File: config.mk
export PLATFORM = sky130hd
export DESIGN_NAME = bounded_linked_deque
export DESIGN_NICKNAME = d
export VERILOG_FILES = /design/src/hdl/bld_pkg.sv /design/src/hdl/bld_ram.sv /design/src/hdl/bounded_linked_deque.sv
export SDC_FILE = /design/constraint.sdc
export NUM_CORES = 1
export LEC_CHECK = 0
export BUFFER_PORTS_ARGS = -buffer_cell sky130_fd_sc_hd__buf_2
export CAP_MARGIN = 20
export CELL_PAD_IN_SITES_DETAIL_PLACEMENT = 0
export CELL_PAD_IN_SITES_GLOBAL_PLACEMENT = 2
export CORE_ASPECT_RATIO = 0.9
export CORE_UTILIZATION = 45
export DETAILED_ROUTE_END_ITERATION = 12
export GPL_ROUTABILITY_DRIVEN = 0
export PLACE_DENSITY_LB_ADDON = 0.15
export RECOVER_POWER = 25
export SLEW_MARGIN = 20
export SYNTH_ARGS = -nofsm -noshare
export SYNTH_HDL_FRONTEND = slang
export SYNTH_SLANG_ARGS = --single-unit
File: constraint.sdc
create_clock -name clk_i -period 5.8 [get_ports clk_i]
set_input_delay 0.58 -clock clk_i [delete_from_list [all_inputs] [get_ports clk_i]]
set_output_delay 0.58 -clock clk_i [all_outputs]
set_load 0.02 [all_outputs]
File: src/hdl/bld_pkg.sv
// ----------------------------------------------------------------------------
// bld_pkg
// Shared types and codes for the bounded linked deque.
// ----------------------------------------------------------------------------
package bld_pkg;

  localparam int unsigned DefCapacity = 16;

  typedef enum logic [2:0] {
    OP_PUSH_FRONT = 3'd0,
    OP_PUSH_BACK  = 3'd1,
    OP_POP_FRONT  = 3'd2,
    OP_POP_BACK   = 3'd3,
    OP_ERASE      = 3'd4,
    OP_INSERT     = 3'd5,
    OP_CLEAR      = 3'd6,
    OP_NOP        = 3'd7
  } bld_op_e;

  typedef enum logic [1:0] {
    STAT_OK        = 2'd0,
    STAT_FULL      = 2'd1,
    STAT_EMPTY     = 2'd2,
    STAT_NOT_FOUND = 2'd3
  } bld_status_e;

  typedef enum logic [3:0] {
    ST_IDLE,
    ST_DISPATCH,
    ST_ALLOC,
    ST_LINK,
    ST_POP_RD,
    ST_SCAN,
    ST_UNLINK,
    ST_INS_LINK,
    ST_INS_LINK2,
    ST_RD_HEAD,
    ST_RD_TAIL,
    ST_RD_BACK,
    ST_DONE
  } bld_state_e;

  typedef struct packed {
    logic [2:0]         req_type;
    logic signed [31:0] value;
    logic signed [31:0] key;
  } bld_req_t;

  typedef struct packed {
    logic [1:0]         status;
    logic signed [31:0] popped_value;
    logic [4:0]         element_count;
    logic signed [31:0] front_value;
    logic signed [31:0] back_value;
  } bld_rsp_t;

endpackage

File: src/hdl/bld_ram.sv
// ----------------------------------------------------------------------------
// bld_ram
// Generic single-write, single-read RAM with registered read data.
// ----------------------------------------------------------------------------
module bld_ram #(
  parameter int unsigned Width = 32,
  parameter int unsigned Depth = 16
) (
  input  logic                     clk_i,
  input  logic                     we_i,
  input  logic [$clog2(Depth)-1:0] waddr_i,
  input  logic [Width-1:0]         wdata_i,
  input  logic [$clog2(Depth)-1:0] raddr_i,
  output logic [Width-1:0]         rdata_o
);

  logic [Width-1:0] mem_q [Depth];

  always_ff @(posedge clk_i) begin
    if (we_i) begin
      mem_q[waddr_i] <= wdata_i;
    end
    rdata_o <= mem_q[raddr_i];
  end

endmodule

File: src/hdl/bounded_linked_deque.sv
// ----------------------------------------------------------------------------
// bounded_linked_deque
// Bounded doubly linked list of signed 32-bit words in a node store with a
// free list; push/pop at both ends, erase by key, insert after key, clear.
// ----------------------------------------------------------------------------
//
//   channel | direction | handshake              | word
//   --------+-----------+------------------------+-----------------------
//   in      | input     | in_valid_i / in_stall_o | bld_req_t request
//   out     | output    | out_valid_o / out_stall_i | bld_rsp_t result
//
// Each request passes DISPATCH, its op's states (SCAN steps over up to
// CAPACITY nodes; ALLOC is added when a freed slot is reused; a rejected
// push/insert or a miss skips ahead), the two end reads (dropped when the list
// ends empty) and DONE, one RAM read a cycle. Reset clears control state only;
// a fresh-slot counter hands out never-used slots once the free chain is empty.
// in_stall_o is high from accept until the result is loaded to the output reg.
//
module bounded_linked_deque
  import bld_pkg::*;
#(
  parameter int unsigned CAPACITY = DefCapacity
) (
  input  logic     clk_i,
  input  logic     rst_ni,
  input  logic     in_valid_i,
  output logic     in_stall_o,
  input  bld_req_t in_i,
  output logic     out_valid_o,
  input  logic     out_stall_i,
  output bld_rsp_t out_o
);

  localparam int unsigned AW = (CAPACITY > 1) ? $clog2(CAPACITY) : 1;
  localparam int unsigned CW = $clog2(CAPACITY + 1);
  localparam logic [CW-1:0] CapC = CW'(CAPACITY);
  localparam logic [CW-1:0] OneC = CW'(1);

  bld_state_e st_q, st_d;
  bld_op_e    op_q, op_d;
  logic signed [31:0] val_q, val_d, key_q, key_d;
  logic signed [31:0] pop_q, pop_d, front_q, front_d, back_q, back_d;
  bld_status_e stat_q, stat_d;
  logic [CW-1:0] count_q, count_d, fresh_q, fresh_d, idx_q, idx_d;
  logic [AW-1:0] head_q, head_d, tail_q, tail_d, fhead_q, fhead_d;
  logic [AW-1:0] s_q, s_d, nx_q, nx_d, pv_q, pv_d, n_q, n_d, p_q, p_d;
  logic     ovalid_q, ovalid_d;
  bld_rsp_t rsp_q, rsp_d;

  // RAM ports
  logic          val_we, nxt_we, prv_we, fre_we;
  logic [AW-1:0] val_wa, nxt_wa, prv_wa, fre_wa;
  logic [AW-1:0] val_ra, nxt_ra, prv_ra;
  logic [31:0]   val_wd, val_rd;
  logic [AW-1:0] nxt_wd, prv_wd, fre_wd, nxt_rd, prv_rd, fre_rd;

  bld_ram #(.Width(32), .Depth(CAPACITY)) u_val (
    .clk_i, .we_i(val_we), .waddr_i(val_wa), .wdata_i(val_wd),
    .raddr_i(val_ra), .rdata_o(val_rd));
  bld_ram #(.Width(AW), .Depth(CAPACITY)) u_nxt (
    .clk_i, .we_i(nxt_we), .waddr_i(nxt_wa), .wdata_i(nxt_wd),
    .raddr_i(nxt_ra), .rdata_o(nxt_rd));
  bld_ram #(.Width(AW), .Depth(CAPACITY)) u_prv (
    .clk_i, .we_i(prv_we), .waddr_i(prv_wa), .wdata_i(prv_wd),
    .raddr_i(prv_ra), .rdata_o(prv_rd));
  // Free chain is always read at its head, so ALLOC sees the next free slot.
  bld_ram #(.Width(AW), .Depth(CAPACITY)) u_fre (
    .clk_i, .we_i(fre_we), .waddr_i(fre_wa), .wdata_i(fre_wd),
    .raddr_i(fhead_q), .rdata_o(fre_rd));

  logic is_push, is_pop, full, empty, stack_ne, hit, last, accept, unload;

  assign is_push  = (op_q == OP_PUSH_FRONT) || (op_q == OP_PUSH_BACK);
  assign is_pop   = (op_q == OP_POP_FRONT) || (op_q == OP_POP_BACK);
  assign full     = (count_q == CapC);
  assign empty    = (count_q == '0);
  assign stack_ne = (fresh_q != count_q);   // recycled slots are waiting
  assign hit      = (val_rd == key_q);      // the shared compare unit
  assign last     = ((idx_q + OneC) == count_q);
  assign accept   = in_valid_i && (st_q == ST_IDLE);
  assign unload   = !ovalid_q || !out_stall_i;

  assign in_stall_o  = (st_q != ST_IDLE);
  assign out_valid_o = ovalid_q;
  assign out_o       = rsp_q;

  // Next state
  always_comb begin
    st_d = st_q;
    unique case (st_q)
      ST_IDLE: begin
        if (accept) st_d = ST_DISPATCH;
      end
      ST_DISPATCH: begin
        unique case (op_q)
          OP_PUSH_FRONT, OP_PUSH_BACK: begin
            if (full) st_d = ST_RD_HEAD;
            else st_d = stack_ne ? ST_ALLOC : ST_LINK;
          end
          OP_POP_FRONT, OP_POP_BACK: st_d = empty ? ST_RD_HEAD : ST_POP_RD;
          OP_ERASE:  st_d = empty ? ST_RD_HEAD : ST_SCAN;
          OP_INSERT: st_d = (full || empty) ? ST_RD_HEAD : ST_SCAN;
          default:   st_d = ST_RD_HEAD;
        endcase
      end
      ST_ALLOC:  st_d = is_push ? ST_LINK : ST_INS_LINK;
      ST_LINK:   st_d = ST_RD_HEAD;
      ST_POP_RD: st_d = ST_UNLINK;
      ST_SCAN: begin
        priority if (hit) begin
          if (op_q == OP_ERASE) st_d = ST_UNLINK;
          else st_d = stack_ne ? ST_ALLOC : ST_INS_LINK;
        end else if (last) begin
          st_d = ST_RD_HEAD;
        end else begin
          st_d = ST_SCAN;
        end
      end
      ST_UNLINK:    st_d = ST_RD_HEAD;
      ST_INS_LINK:  st_d = ST_INS_LINK2;
      ST_INS_LINK2: st_d = ST_RD_HEAD;
      ST_RD_HEAD:   st_d = empty ? ST_DONE : ST_RD_TAIL;
      ST_RD_TAIL:   st_d = ST_RD_BACK;
      ST_RD_BACK:   st_d = ST_DONE;
      ST_DONE: begin
        if (unload) st_d = ST_IDLE;
      end
      default: st_d = ST_IDLE;
    endcase
  end

  // Datapath and RAM control
  always_comb begin
    op_d = op_q;  val_d = val_q;  key_d = key_q;
    pop_d = pop_q;  front_d = front_q;  back_d = back_q;  stat_d = stat_q;
    count_d = count_q;  fresh_d = fresh_q;  idx_d = idx_q;
    head_d = head_q;  tail_d = tail_q;  fhead_d = fhead_q;
    s_d = s_q;  nx_d = nx_q;  pv_d = pv_q;  n_d = n_q;  p_d = p_q;
    rsp_d = rsp_q;
    ovalid_d = ovalid_q && out_stall_i;
    val_we = 1'b0;  nxt_we = 1'b0;  prv_we = 1'b0;  fre_we = 1'b0;
    val_wa = '0;  nxt_wa = '0;  prv_wa = '0;  fre_wa = '0;
    val_wd = '0;  nxt_wd = '0;  prv_wd = '0;  fre_wd = '0;
    val_ra = '0;  nxt_ra = '0;  prv_ra = '0;

    unique case (st_q)
      ST_IDLE: begin
        if (accept) begin
          op_d   = bld_op_e'(in_i.req_type);
          val_d  = in_i.value;
          key_d  = in_i.key;
          stat_d = STAT_OK;
          pop_d  = '0;
        end
      end
      ST_DISPATCH: begin
        unique case (op_q)
          OP_PUSH_FRONT, OP_PUSH_BACK: begin
            if (full) begin
              stat_d = STAT_FULL;
            end else if (!stack_ne) begin
              n_d     = fresh_q[AW-1:0];
              fresh_d = fresh_q + OneC;
            end
          end
          OP_POP_FRONT, OP_POP_BACK: begin
            if (empty) stat_d = STAT_EMPTY;
            s_d    = (op_q == OP_POP_FRONT) ? head_q : tail_q;
            val_ra = s_d;
            nxt_ra = s_d;
            prv_ra = s_d;
          end
          OP_ERASE, OP_INSERT: begin
            priority if ((op_q == OP_INSERT) && full) stat_d = STAT_FULL;
            else if (empty) stat_d = STAT_NOT_FOUND;
            else stat_d = stat_q;
            p_d    = head_q;
            idx_d  = '0;
            val_ra = head_q;
            nxt_ra = head_q;
            prv_ra = head_q;
          end
          OP_CLEAR: begin
            count_d = '0;
            fresh_d = '0;
            head_d  = '0;
            tail_d  = '0;
          end
          default: ;
        endcase
      end
      ST_ALLOC: begin
        // Pop the recycled slot stack.
        n_d     = fhead_q;
        fhead_d = fre_rd;
      end
      ST_LINK: begin
        val_we = 1'b1;  val_wa = n_q;  val_wd = val_q;
        priority if (empty) begin
          head_d = n_q;
          tail_d = n_q;
        end else if (op_q == OP_PUSH_FRONT) begin
          nxt_we = 1'b1;  nxt_wa = n_q;     nxt_wd = head_q;
          prv_we = 1'b1;  prv_wa = head_q;  prv_wd = n_q;
          head_d = n_q;
        end else begin
          prv_we = 1'b1;  prv_wa = n_q;     prv_wd = tail_q;
          nxt_we = 1'b1;  nxt_wa = tail_q;  nxt_wd = n_q;
          tail_d = n_q;
        end
        count_d = count_q + OneC;
      end
      ST_POP_RD: begin
        pop_d = val_rd;
        nx_d  = nxt_rd;
        pv_d  = prv_rd;
      end
      ST_SCAN: begin
        priority if (hit) begin
          s_d  = p_q;
          nx_d = nxt_rd;
          pv_d = prv_rd;
          if ((op_q == OP_INSERT) && !stack_ne) begin
            n_d     = fresh_q[AW-1:0];
            fresh_d = fresh_q + OneC;
          end
        end else if (last) begin
          stat_d = STAT_NOT_FOUND;
        end else begin
          // Advance to the next node.
          p_d    = nxt_rd;
          idx_d  = idx_q + OneC;
          val_ra = nxt_rd;
          nxt_ra = nxt_rd;
          prv_ra = nxt_rd;
        end
      end
      ST_UNLINK: begin
        if (s_q == head_q) head_d = nx_q;
        else begin
          nxt_we = 1'b1;  nxt_wa = pv_q;  nxt_wd = nx_q;
        end
        if (s_q == tail_q) tail_d = pv_q;
        else begin
          prv_we = 1'b1;  prv_wa = nx_q;  prv_wd = pv_q;
        end
        // Push the slot on the recycled stack.
        fre_we  = 1'b1;  fre_wa = s_q;  fre_wd = fhead_q;
        fhead_d = s_q;
        count_d = count_q - OneC;
        if (count_q == OneC) begin
          head_d = '0;
          tail_d = '0;
        end
      end
      ST_INS_LINK: begin
        val_we = 1'b1;  val_wa = n_q;  val_wd = val_q;
        prv_we = 1'b1;  prv_wa = n_q;  prv_wd = s_q;
        nxt_we = 1'b1;  nxt_wa = n_q;  nxt_wd = nx_q;
      end
      ST_INS_LINK2: begin
        nxt_we = 1'b1;  nxt_wa = s_q;  nxt_wd = n_q;
        if (s_q == tail_q) tail_d = n_q;
        else begin
          prv_we = 1'b1;  prv_wa = nx_q;  prv_wd = n_q;
        end
        count_d = count_q + OneC;
      end
      ST_RD_HEAD: begin
        val_ra = head_q;
        if (empty) begin
          front_d = '0;
          back_d  = '0;
        end
      end
      ST_RD_TAIL: begin
        front_d = val_rd;
        val_ra  = tail_q;
      end
      ST_RD_BACK: begin
        back_d = val_rd;
      end
      ST_DONE: begin
        if (unload) begin
          rsp_d.status        = stat_q;
          rsp_d.popped_value  = pop_q;
          rsp_d.element_count = 5'(count_q);
          rsp_d.front_value   = front_q;
          rsp_d.back_value    = back_q;
          ovalid_d            = 1'b1;
        end
      end
      default: ;
    endcase
  end

  always_ff @(posedge clk_i or negedge rst_ni) begin
    if (!rst_ni) begin
      st_q     <= ST_IDLE;
      count_q  <= '0;
      fresh_q  <= '0;
      head_q   <= '0;
      tail_q   <= '0;
      fhead_q  <= '0;
      ovalid_q <= 1'b0;
    end else begin
      st_q     <= st_d;
      count_q  <= count_d;
      fresh_q  <= fresh_d;
      head_q   <= head_d;
      tail_q   <= tail_d;
      fhead_q  <= fhead_d;
      ovalid_q <= ovalid_d;
    end
  end

  // Payload registers, no reset.
  always_ff @(posedge clk_i) begin
    op_q    <= op_d;
    val_q   <= val_d;
    key_q   <= key_d;
    pop_q   <= pop_d;
    front_q <= front_d;
    back_q  <= back_d;
    stat_q  <= stat_d;
    idx_q   <= idx_d;
    s_q     <= s_d;
    nx_q    <= nx_d;
    pv_q    <= pv_d;
    n_q     <= n_d;
    p_q     <= p_d;
    rsp_q   <= rsp_d;
  end

endmodule

# After elaboration in Yosys (flattened, before gate mapping)
# Memories as Yosys holds them, arrays and structs flattened. A register that Yosys moved wholly into a read port is not among the register bits.
# Index checks and enable logic that the tools add are counted.
# classes
eq_ne	51
muxes	111
n_addsub	4
n_reduce_logical	48
# op_table
operator	n
$pmux W32 S2	3
$mux W4	45
$mux W32	3
$pmux W4 S4	6
$pmux W4 S2	7
$pmux W4 S11	1
$mux W5	8
$pmux W4 S3	3
$eq A32 B32 Y1	1
$pmux W5 S2	3
$ne A2 B2 Y1 const B	12
$ne A3 B3 Y1 const B	8
$eq A4 B4 Y1 const B	5
$eq A4 B3 Y1 const B	4
$mux W1	16
$reduce_and A2 Y1	8
$add A5 B1 Y5 const B	3
$pmux W5 S3	1
$mux W2	7
$reduce_or A2 Y1	7
$mux W3	4
$pmux W2 S3	2
$reduce_and A6 Y1	2
$reduce_bool A2 Y1	6
29 further kinds	49
# totals
mem_count	4
ramBits	704
register_bits	320
# mem_list
memory	words	word_bits	read_ports	rd_ports_with_merged_regs	wr	line	text
u_val.mem_q	16	32	1	1	1	bld_ram.sv:17	logic [Width-1:0] mem_q [Depth];
u_fre.mem_q	16	4	1	1	1	bld_ram.sv:17	
u_nxt.mem_q	16	4	1	1	1	bld_ram.sv:17	
u_prv.mem_q	16	4	1	1	1	bld_ram.sv:17	

# Depth between registers and ports, before layout
# depth
word_depth	6
mapped_depth	12
mapped_depth_nobuf	10

# Hierarchy
# Synthesis repeated with hierarchy kept, for this count alone.
# hier_totals
cells_unflattened	2118
area_unflattened_um2	41028.1
# modules_own_cells
mod	cells_per_inst	area_each_um2	n_inst
bld_ram at u_val	838	19835.3	1
bounded_linked_deque	890	13193.9	1
bld_ram at u_fre ...	130	2666.3	3

# Worst setup path before layout
# Ideal clock, no wire load.
# synth_path
path_type	register to register
start	register st_q[2]
end	register rsp_q, in the netlist out_o[0], enable pin
synth_period_minus_slack_ns	4.224
required_ns	5.329
slack_ns	1.576
stages_incl_launch_ff	5
arrival_ns	3.752
path_cell_list	dfrtp_1 > clkbuf_1 > buf_1 > clkbuf_1 > and4_1
# synth_between
elab_chain_len	2
# synth_rtl
item	line	text
start: declaration	bounded_linked_deque.sv:39	bld_state_e st_q, st_d;
start signal: assignment	bounded_linked_deque.sv:307	st_q <= st_d;
$eq A4 B4 Y1	bounded_linked_deque.sv:146	unique case (st_q)
$reduce_and A2 Y1 (no line)	-	
end signal: assignment	bounded_linked_deque.sv:332	rsp_q <= rsp_d;
end: declaration	bounded_linked_deque.sv:48	bld_rsp_t rsp_q, rsp_d;
# No other way between the ends.
# A chain may end at the register's enable or synchronous reset.

# Final worst setup path
# layout_path
start	register st_q[0]
end	register pop_q[11], enable pin
# layout_between
elab_chain_len	4
# layout_rtl
item	line	text
$logic_not A4 Y1	bounded_linked_deque.sv:80, bounded_linked_deque.sv:146	
$logic_and A1 B1 Y1	bounded_linked_deque.sv:80	assign accept = in_valid_i && (st_q == ST_IDLE);
$ne A2 B2 Y1 (no line)	-	
$reduce_and A2 Y1 (no line) *	-	
end signal: assignment	bounded_linked_deque.sv:322	pop_q <= pop_d;
end: declaration	bounded_linked_deque.sv:42	logic signed [31:0] pop_q, pop_d, front_q, front_d, back_q, back_d;
# Every way passes the cells marked *; elsewhere a longest branch is shown, timed or not.

==> qor.csv <==
metric,value,unit
swShare,29.8,%
pin_count_of_the_biggest_net_entering_global_routing,116,
vdd_drop_max,350,µV
crit_path_start,st_q[0],
layout.nets,3021,
final_cell_count_no_fill,4277,
worst-endpoint-required,6090,ps
final_period_minus_worst_setup_slack,4600,ps
violated_checks,"capacitance limit, slew limit",
rows,106,
power.clock.fraction,32.9,%
timing.setup.tns,0,ps
io_pins,176,
last_element_of_the_critical_path,pop_q[11],
worst-r2r-cell-count,4,
hold_vio_cnt_final,0,
rsz0062_at_grt,false,
power.share.combinational,17.9,%
part_of_the_power_in_registers,49.2,%
crit-reg2reg-launch,st_q[0],
path_max_fanout,37,
critical_path.n_buffers_inverters,1,
numPortBuffers,175,
drc,0,
worst_setup_hold_path_clk_slew,60,ps
timing.reg2reg.setup_slack,1200,ps
syn-mean-instance-area,15.3,µm²
hold_buffers,1,
post_cts_resize_count,0,
cp_slowest_stage_delay,1380,ps
area_delta_synth_final,13.4,%
max_cap_viol_count,5,
htree_levels,3,
avgViaCountPerCell,5.90,
tritoncts_num_sinks,1068,
postCtsSetupRepairBufs,0,
postSynth.asyncResetShare,2.53,%
cp_top_family,simple AND/OR/NAND/NOR gates,
status,"finished, violations left",
setup.worst_path.end_class,flip-flop,
first_iter_violations,2441,
rr_endpoint,pop_q[11],
vias_in_the_first_global_route,24900,
synth_sequential_area_ratio,73.8,%
ys_types,78,
clock_tree.root_cell,sky130_fd_sc_hd__clkbuf_16,
worst_skew_pair.late_latency,690,ps
leakage,0.0160,µW
initial_utilization,45.7,%
grt_overflow,0,
clk_path_buf_depth,3,
grt_use_total,23.7,%
worst_slew_pin_slew,1670,ps
slew_hr,-11.2,%
routed_wirelength,115000,µm
path_cells,nor2_2 -> clkbuf_1 -> and3_1 -> or2_2,
period_share,79.3,%
cts_buffer_count,106,
p_int,14800,µW
grt_antenna_before_repair,4,
dpl.hpwl,69000,µm
detail-route-antenna-nets,0,
syn_nets,2870,
post_synth_edffs,997,
fp.coreArea,0.0934,mm²
detail_route.wl_per_cell,26.9,µm
max_clock_freq,217,MHz
post_synthesis_register_bit_count,1068,
kind_of_launch_point_of_the_worst_setup_path,flip-flop,
crit_path_top_delay_cell,sky130_fd_sc_hd__and3_1,
power.switching,6270,µW
num_vias,25200,
timing.critical_path.depth,4,
die-width,327,µm
yosys_warning_total,0,
detailed_routing_iterations_pass_1,5,
timing.setup.critical_path_class,reg2reg,
clock-skew-final,38.5,ps
grt_first_pass_wirelength,169000,µm
netlist_area,0.0427,mm²
placed_cells_incl_taps,4073,
design.die.area,0.0960,mm²
power_density,435,mW/mm²
hold_class,in2reg,
final-setup-viol-count,0,
drive_gt1_share,11.4,%
chipHeight,294,µm
dominantRegCellSynth,sky130_fd_sc_hd__edfxtp_1,
timing.critical_path.arrival,4890,ps
slew_viol_final,159,
clock_tree_from_tritoncts,done,
synthCells,2789,
==> per-layer routing <==
metal  vias up  GRT usage [%]  share of wire [%]
met5         -              0                  0
met2       879           36.8                 46
met1     12900           35.1                 45
met3       153           3.55                6.3
met4         0           6.09                2.0
li1      11300              -                  -
==> cells in the mapped netlist, types with 6 or more instances <==
library cell	instances	area share, %
sky130_fd_sc_hd__nand2_1	162	1.4
sky130_fd_sc_hd__o21ai_0	124	1.5
sky130_fd_sc_hd__o21a_1	67	1.2
sky130_fd_sc_hd__a211oi_1	87	1.5
sky130_fd_sc_hd__a211o_1	20	0.41
sky130_fd_sc_hd__a32oi_1	9	0.18
sky130_fd_sc_hd__and3_1	59	0.87
sky130_fd_sc_hd__a22oi_1	49	0.86
sky130_fd_sc_hd__nor3_1	25	0.29
sky130_fd_sc_hd__buf_4	11	0.19
sky130_fd_sc_hd__xnor2_1	12	0.25
sky130_fd_sc_hd__a31oi_1	10	0.15
sky130_fd_sc_hd__and2_1	240	3.5
sky130_fd_sc_hd__buf_1	14	0.12
sky130_fd_sc_hd__inv_1	9	0.079
sky130_fd_sc_hd__a2111oi_0	9	0.18
sky130_fd_sc_hd__mux2_2	15	0.40
sky130_fd_sc_hd__a21oi_1	90	1.1
sky130_fd_sc_hd__nor4_1	11	0.16
sky130_fd_sc_hd__o221ai_1	10	0.21
sky130_fd_sc_hd__dfxtp_1	44	2.1
sky130_fd_sc_hd__nor2_1	99	0.87
sky130_fd_sc_hd__dfrtp_1	27	1.6
sky130_fd_sc_hd__xor2_1	43	0.88
sky130_fd_sc_hd__edfxtp_1	997	70
sky130_fd_sc_hd__nor3b_1	8	0.14
sky130_fd_sc_hd__buf_2	44	0.52
sky130_fd_sc_hd__o21ai_1	8	0.094
sky130_fd_sc_hd__nand2b_1	15	0.22
sky130_fd_sc_hd__mux2i_1	26	0.61
sky130_fd_sc_hd__o22ai_1	10	0.15
sky130_fd_sc_hd__o31ai_1	6	0.11
sky130_fd_sc_hd__a222oi_1	6	0.14
sky130_fd_sc_hd__mux4_2	20	1.1
sky130_fd_sc_hd__a221oi_1	132	2.7
sky130_fd_sc_hd__clkbuf_1	130	1.1
sky130_fd_sc_hd__o2111a_1	31	0.82
sky130_fd_sc_hd__nand3_1	23	0.27
sky130_fd_sc_hd__ha_1	10	0.29
==> state kept, by name, summed over array words and instances (netlist names), 64 cells and up <==
signal,flops
u_prv.mem_q,64
u_val.mem_q,512
u_nxt.mem_q,64
out_o,103
u_fre.mem_q,64
==> logic make-up after synthesis <==
| group | count (synthesis) | share of synthesized area [%] |
|---|---|---|
| and+or+nand+nor | 679 | 8.47 |
| DFF | 1068 | 73.8 |
| xor gates and xnor gates | 57 | 1.24 |
| adders and majority gates | 11 | 0.317 |
| muxes | 61 | 2.06 |
| buffers and inverters | 210 | 2.08 |
| AOI/OAI and AO/OA | 703 | 12.0 |
==> worst reg2reg max path, delay by kind of cell, from the launching register on <==
family	cells	cell delay [ps]
and+or+nand+nor	3	2430
buffers and inverters	1	1180
DFF	1	590
==> cell type report <==
cell class | instances | area, µm²
clock inverter | 61 | 628
clock buffer | 140 | 2900
multi-input combinational | 1511 | 10500
antenna | 2 | 5.00
tap | 1242 | 1550
sequential | 1068 | 31500
timing repair buffer | 244 | 1280
fill | 7806 | 45000
inverter | 9 | 33.8
==> cells in the final DEF, fill, tap and decap left out, drive strengths merged, types with 44 or more instances in the layout <==
cell type and n:
and3 59, buf 106, nand2 163, clkinv 45
o21a 67, a211oi 88, edfxtp 997, a22oi 49
and2 240, o21ai 133, a21oi 91, a221oi 132
clkbuf 277, nor2 101, dfxtp 44
==> power by group through the flow <==
stage / Clock [µW] / Sequential, µW / Combinational, µW
3_3_place_gp: 0 / 10500 / 3770
6_report: 6920 / 10300 / 3770
5_1_grt: 7330 / 10400 / 4090
4_1_cts: 7050 / 10300 / 3830
3_5_place_dp: 0 / 10500 / 3810
2_1_floorplan: 0 / 10000 / 2540
==> metrics by stage <==
step | instance area [µm²] | setup slack [ps] | hold slack (ps) | utilization, % | total power [µW]
2_1_floorplan | 42700 | 1580 | 284 | - | 12500
3_3_place_gp | 45000 | 1350 | 398 | 48.2 | 14200
3_5_place_dp | 45000 | 1290 | 405 | 48.2 | 14300
4_1_cts | 48600 | 1270 | 28.3 | 52.0 | 21200
5_1_grt | 48400 | 925 | 44.8 | 51.8 | 21900
6_report | 48400 | 1200 | 69.3 | 51.8 | 21000
==> worst min-delay path by stage <==
stage | startpoint | slack, ps | depth (start not counted) | endpoint
after floorplan | rst_ni | 280 | 0 | count_q[0]
after global placement | u_prv.rdata_o[1] | 400 | 0 | pv_q[1]
after detailed placement | front_q[0] | 400 | 0 | out_o[32]
after CTS | in_i[65] | 30 | 1 | op_q[1]
after global routing | in_i[65] | 40 | 1 | op_q[1]
final | in_i[45] | 70 | 1 | val_q[13]
Power figures use the tool's default switching activity.
